===== src/design/ldpm_pkg.sv =====
// ----------------------------------------------------------------------------
// ldpm_pkg
// Shared types, register indexes and Q4.28 arithmetic helpers for the
// lens distortion point map.
// ----------------------------------------------------------------------------
`default_nettype none

package ldpm_pkg;

    localparam int DIV_STAGES    = 8;
    localparam int DIV_STEPS     = 4;
    localparam int NORM_LATENCY  = DIV_STAGES + 2;
    localparam int POLY_LATENCY  = 8;
    localparam int PROJ_LATENCY  = 2;
    localparam int TOTAL_LATENCY = NORM_LATENCY + POLY_LATENCY + PROJ_LATENCY;

    localparam logic signed [31:0] Q28_ONE = 32'sh1000_0000;
    localparam logic signed [31:0] S32_MAX = 32'sh7fff_ffff;
    localparam logic signed [31:0] S32_MIN = 32'sh8000_0000;

    localparam logic [31:0] FOCAL_RESET = 32'd32768000;
    localparam logic [63:0] PP_RESET    = 64'd67553994431528960;

    typedef enum logic [3:0] {
        CFG_FOCAL_X = 4'd0,
        CFG_FOCAL_Y = 4'd1,
        CFG_PP      = 4'd2,
        CFG_K1      = 4'd3,
        CFG_K2      = 4'd4,
        CFG_K3      = 4'd5,
        CFG_P1      = 4'd6,
        CFG_P2      = 4'd7
    } t_cfg_idx;

    typedef struct packed {
        logic signed [31:0] in_x;
        logic signed [31:0] in_y;
    } t_in_req;

    typedef struct packed {
        logic signed [31:0] out_x;
        logic signed [31:0] out_y;
        logic               saturated;
    } t_out_req;

    typedef struct packed {
        logic signed [31:0] k1;
        logic signed [31:0] k2;
        logic signed [31:0] k3;
        logic signed [31:0] p1;
        logic signed [31:0] p2;
    } t_coef;

    typedef struct packed {
        logic signed [31:0] v;
        logic               sat;
    } t_q;

    function automatic t_q sat32(input logic signed [39:0] v);
        t_q r;
        if (v > 40'(S32_MAX)) begin
            r.v   = S32_MAX;
            r.sat = 1'b1;
        end else if (v < 40'(S32_MIN)) begin
            r.v   = S32_MIN;
            r.sat = 1'b1;
        end else begin
            r.v   = v[31:0];
            r.sat = 1'b0;
        end
        return r;
    endfunction

    function automatic t_q mulq(input logic signed [31:0] a, input logic signed [31:0] b);
        logic signed [63:0] p;
        logic signed [35:0] s;
        p = a * b;
        s = p[63:28];
        return sat32({{4{s[35]}}, s});
    endfunction

    function automatic t_q addq(input logic signed [31:0] a, input logic signed [31:0] b);
        logic signed [32:0] s;
        s = {a[31], a} + {b[31], b};
        return sat32({{7{s[32]}}, s});
    endfunction

endpackage

`default_nettype wire


===== src/design/ldpm_norm.sv =====
// ----------------------------------------------------------------------------
// ldpm_norm
// Pipelined normalization of one axis: (in - c) * 2^28 / f with
// truncation toward zero and saturation to signed Q4.28.
// ----------------------------------------------------------------------------
`default_nettype none

module ldpm_norm (
    input  wire logic               i_clk,
    input  wire logic               i_en,
    input  wire logic signed [31:0] i_in,
    input  wire logic        [31:0] i_c,
    input  wire logic        [31:0] i_f,
    output ldpm_pkg::t_q            o_q
);

    logic [31:0] r_rem  [0:ldpm_pkg::DIV_STAGES];
    logic [31:0] r_quo  [0:ldpm_pkg::DIV_STAGES];
    logic [3:0]  r_nib  [0:ldpm_pkg::DIV_STAGES];
    logic        r_neg  [0:ldpm_pkg::DIV_STAGES];
    logic        r_ovf  [0:ldpm_pkg::DIV_STAGES];
    logic        r_zero [0:ldpm_pkg::DIV_STAGES];
    ldpm_pkg::t_q r_q;
    ldpm_pkg::t_q n_q;

    logic signed [33:0] n_d;
    logic        [32:0] n_mag;

    // front: difference, magnitude and quotient overflow
    always_comb begin
        n_d   = {{2{i_in[31]}}, i_in} - {2'b00, i_c};
        n_mag = n_d[33] ? 33'(-n_d) : n_d[32:0];
    end

    always_ff @(posedge i_clk) begin
        if (i_en) begin
            r_rem[0]  <= {3'b000, n_mag[32:4]};
            r_quo[0]  <= '0;
            r_nib[0]  <= n_mag[3:0];
            r_neg[0]  <= n_d[33];
            r_zero[0] <= (n_mag == '0);
            r_ovf[0]  <= ({3'b000, n_mag} >= {i_f, 4'b0000});
        end
    end

    // restoring division, a few quotient bits per stage
    for (genvar s = 1; s <= ldpm_pkg::DIV_STAGES; s++) begin : g_div
        logic [31:0] n_rem;
        logic [31:0] n_quo;

        always_comb begin
            logic [32:0] t;
            logic        b;
            n_rem = r_rem[s-1];
            n_quo = r_quo[s-1];
            for (int j = 0; j < ldpm_pkg::DIV_STEPS; j++) begin
                b = (s == 1) ? r_nib[s-1][ldpm_pkg::DIV_STEPS-1-j] : 1'b0;
                t = {n_rem, b};
                if (t >= {1'b0, i_f}) begin
                    t     = t - {1'b0, i_f};
                    n_quo = {n_quo[30:0], 1'b1};
                end else begin
                    n_quo = {n_quo[30:0], 1'b0};
                end
                n_rem = t[31:0];
            end
        end

        always_ff @(posedge i_clk) begin
            if (i_en) begin
                r_rem[s]  <= n_rem;
                r_quo[s]  <= n_quo;
                r_nib[s]  <= r_nib[s-1];
                r_neg[s]  <= r_neg[s-1];
                r_ovf[s]  <= r_ovf[s-1];
                r_zero[s] <= r_zero[s-1];
            end
        end
    end

    // sign and saturation
    always_comb begin
        n_q.v   = r_quo[ldpm_pkg::DIV_STAGES];
        n_q.sat = 1'b0;
        if (r_zero[ldpm_pkg::DIV_STAGES]) begin
            n_q.v = '0;
        end else if (r_ovf[ldpm_pkg::DIV_STAGES]) begin
            n_q.v   = r_neg[ldpm_pkg::DIV_STAGES] ? ldpm_pkg::S32_MIN : ldpm_pkg::S32_MAX;
            n_q.sat = 1'b1;
        end else if (!r_neg[ldpm_pkg::DIV_STAGES]) begin
            if (r_quo[ldpm_pkg::DIV_STAGES][31]) begin
                n_q.v   = ldpm_pkg::S32_MAX;
                n_q.sat = 1'b1;
            end
        end else if (r_quo[ldpm_pkg::DIV_STAGES] > 32'h8000_0000) begin
            n_q.v   = ldpm_pkg::S32_MIN;
            n_q.sat = 1'b1;
        end else begin
            n_q.v = -r_quo[ldpm_pkg::DIV_STAGES];
        end
    end

    always_ff @(posedge i_clk) begin
        if (i_en) begin
            r_q <= n_q;
        end
    end

    assign o_q = r_q;

endmodule

`default_nettype wire


===== config.mk =====
export PLATFORM = sky130hd
export DESIGN_NAME = ldpm_norm
export DESIGN_NICKNAME = d
export VERILOG_FILES = /design/src/design/ldpm_pkg.sv /design/src/design/ldpm_norm.sv
export SDC_FILE = /design/constraint.sdc
export NUM_CORES = 2
export LEC_CHECK = 0
export BUFFER_PORTS_ARGS = -buffer_cell sky130_fd_sc_hd__buf_2
export CAP_MARGIN = 20
export CORE_MARGIN = 2
export CORE_UTILIZATION = 50
export CTS_CLUSTER_SIZE = 16
export DETAILED_ROUTE_END_ITERATION = 12
export HOLD_SLACK_MARGIN = 0.05
export PLACE_DENSITY = 0.68
export SLEW_MARGIN = 40
export SYNTH_ARGS = -nofsm -noshare
export SYNTH_HDL_FRONTEND = slang
export SYNTH_SLANG_ARGS = --single-unit

===== constraint.sdc =====
create_clock -name i_clk -period 18.8 [get_ports i_clk]
set_input_delay 3.76 -clock i_clk [delete_from_list [all_inputs] [get_ports i_clk]]
set_output_delay 3.76 -clock i_clk [all_outputs]
set_load 0.1 [all_outputs]

==> results.cfg <==
[outcome]
outcome = finished clean

[yosys]
yosysWarnings = 0
muxShareOfSynthArea_pct = 7.797
synth_top_family_by_area = compound AO/OA/AOI/OAI gates
ys_seq_area_share_pct = 18.11
ys.flop_type = edfxtp_1
synth_edf_count = 461
synth_area_per_cell_um2 = 8.167
synth-seq-cells = 461
async_flop_share_pct = 0
synthXorXnorAreaFrac_pct = 10.41
synth_fa_ha_area_share_pct = 17.75
synth_cell_types = 99
syn_area_um2 = 76440
yosys.area_share.simple_pct = 16.40
syn_inst = 9360
synth_compound_area_share_pct = 26.46
syn_nets = 10535

[global_routing]
overflow = 0
grtUsageTotal_pct = 33.35
grt_first_pass_wirelength_mm = 409.0
first_global_vias = 69446
grt_max_degree = 91
antenna_found_initial = 10

[placed_design]
routabilityCongestion = 1.005
io_buffers = 130
hpwl_mm = 215.0
placed_area_um2 = 80650

[routing]
antenna_left = 0
avgRoutedWirePerCell_um = 23.38
vias_per_cell = 6.399
routed_wl_mm = 271.4
drtIter0Drc = 6492
dr.pass1.iters = 7
drc = 0
vias = 74261

[layout]
final_nets = 10703
final_cell_mix = ha_1 (1065), a21oi_1 (1000), nor2_1 (765)
design_area_um2 = 82740
area_growth_pct = 8.230
drive_gt1_share_pct = 11.02
mostFrequentLayoutCell = ha_1

[setup_path]
worst_setup_path_end_kind = flip-flop
cp.arrival_ns = 18.68
rrSetupSlack_ns = 3.94
crit_path_max_incr_delay_ns = 0.69
slowest_stage = nor4_1
crit_required_ns = 19.22
cp_max_fo = 33
critPathKind = in2reg
start_kind = primary input

[floorplan]
die_y_um = 395.0
ios = 131
rows = 143
die-area_um2 = 156000
die_x_um = 395.0
initial_core_util_pct = 50.32
core_um2 = 151900

[sta]
slew_violations = 0
fmax_mhz = 54.78
setup_viol = 0
finalClockSkew_ns = 0.05271
finalCritPeriodShare_pct = 97.09
tightestPinTransition_ns = 0.9349
fin_crit_ns = 18.25
finalHoldViolCount = 0
relSlewSlack_pct = 37.68
rsz0062_at_grt = no

[cts]
cts.path.max_buffers = 3
clock_sinks = 461
cts_buffers = 57
clockRootBuffer = clkbuf_16
insertion_delay_ns = 0.72
htreeDepth = 2
clk_pin_slew_ns = 0.06
cts_tree = built

[hold_path]
hold_path.class = reg2reg

[run]
cap_violations = 0
[layer usage]
layer  global-route usage [%]  vias to the layer above  part of all wire (%)
li1                         -                    35495                     -
met1                    43.30                    35060                    42
met2                    52.55                     3012                    44
met3                    4.321                      692                   7.4
met4                    20.51                        2                   7.2
met5                        0                        -                0.0077
[worst paths after layout]
| kind | start | end | cells past startpoint |
|---|---|---|---|
| setup reg to reg | r_rem[0][0] | r_rem[0][33] | 53 |
| hold reg to reg | r_quo[0][64] | r_quo[0][100] | 0 |
| hold / removal | r_quo[0][64] | r_quo[0][100] | 0 |
| setup / recovery | i_f[14] | r_rem[0][77] | 49 |
[cell type report]
class                           count  area, µm²
Antenna cell                        3      7.507
Clock inverter                     41      531.8
Inverter                          387       1460
Timing Repair Buffer              341       2471
Sequential cell                   461      13840
Fill cell                       14107      69170
Multi-Input combinational cell   8280      60430
Tap cell                         2030       2540
Clock buffer                       63       1449
[sequential cells by signal (all words and copies together), names as in the netlist]
name / count
r_nib: 4
r_quo: 144
r_neg: 9
r_zero: 9
r_ovf: 9
o_q: 33
r_rem: 253
[cells in the mapped netlist (33+ instances only)]
cell type  count  share of area [%]
o211ai_1      54               0.53
a21oi_1     1002                6.6
o21a_1       157                1.5
o31ai_1       64               0.63
edfxtp_1     461                 18
nand3_1      183                1.2
nor3_1       181                1.2
a211oi_1      73               0.72
mux2_2       457                6.7
or2_2         42               0.34
o21ai_0      565                3.7
or3_1         61               0.50
ha_1        1065                 17
nand4_1      140                1.1
nor2_1       771                3.8
and2_1        59               0.48
nor2b_1      123                1.0
nand2_1      645                3.2
nor4_1        47               0.38
mux2i_1       80                1.0
xor2_1       288                3.3
clkbuf_1     184               0.90
a22oi_1       33               0.32
xnor2_1      621                7.1
a31oi_1       80               0.65
a21o_1       545                5.4
o21bai_1     134                1.3
and3_1        88               0.72
and4_1        40               0.46
inv_1        375                1.8
nand2b_1     139                1.1
[cell families after synthesis]
family / count (synthesis)
simple gates: 2600
mux: 538
xor+xnor: 909
fa+ha+maj: 1077
compound gates: 3156
buf+inv: 619
flops: 461
[repair_timing]
action,in CTS,in global routing
setup endpoints to repair,0,98
hold buffers,0,0
buffers inserted,0,3
resized for setup,0,8
[stage by stage]
| step | hold slack [ns] | utilization [%] | std cells | setup slack, ns | TNS, ns |
|---|---|---|---|---|---|
| after CTS | 0.4151 | 54.40 | 11599 | 0.5131 | 0 |
| final | 0.4118 | 54.47 | 11606 | 0.5464 | 0 |
| after detailed placement | 0.4045 | 53.09 | 11495 | -0.1167 | -0.6741 |
| after floorplan | 0.4003 | - | 9360 | 0.8712 | 0 |
| after global placement | 0.4003 | 53.03 | 11491 | -0.1754 | -4.561 |
| after global routing | 0.4199 | 54.46 | 11603 | 0.001695 | 0 |
[worst max-delay path, delay by kind of cell]
| kind | cells | cell delay, ns |
|---|---|---|
| fa+ha+maj | 4 | 1.47 |
| mux | 3 | 1.12 |
| compound gates | 26 | 7.69 |
| simple gates | 10 | 2.52 |
| buf+inv | 6 | 2.01 |
Power is left out: the tool's default activity adds up to more than one toggle a clock period on the data nets, which glitch-free logic cannot reach.
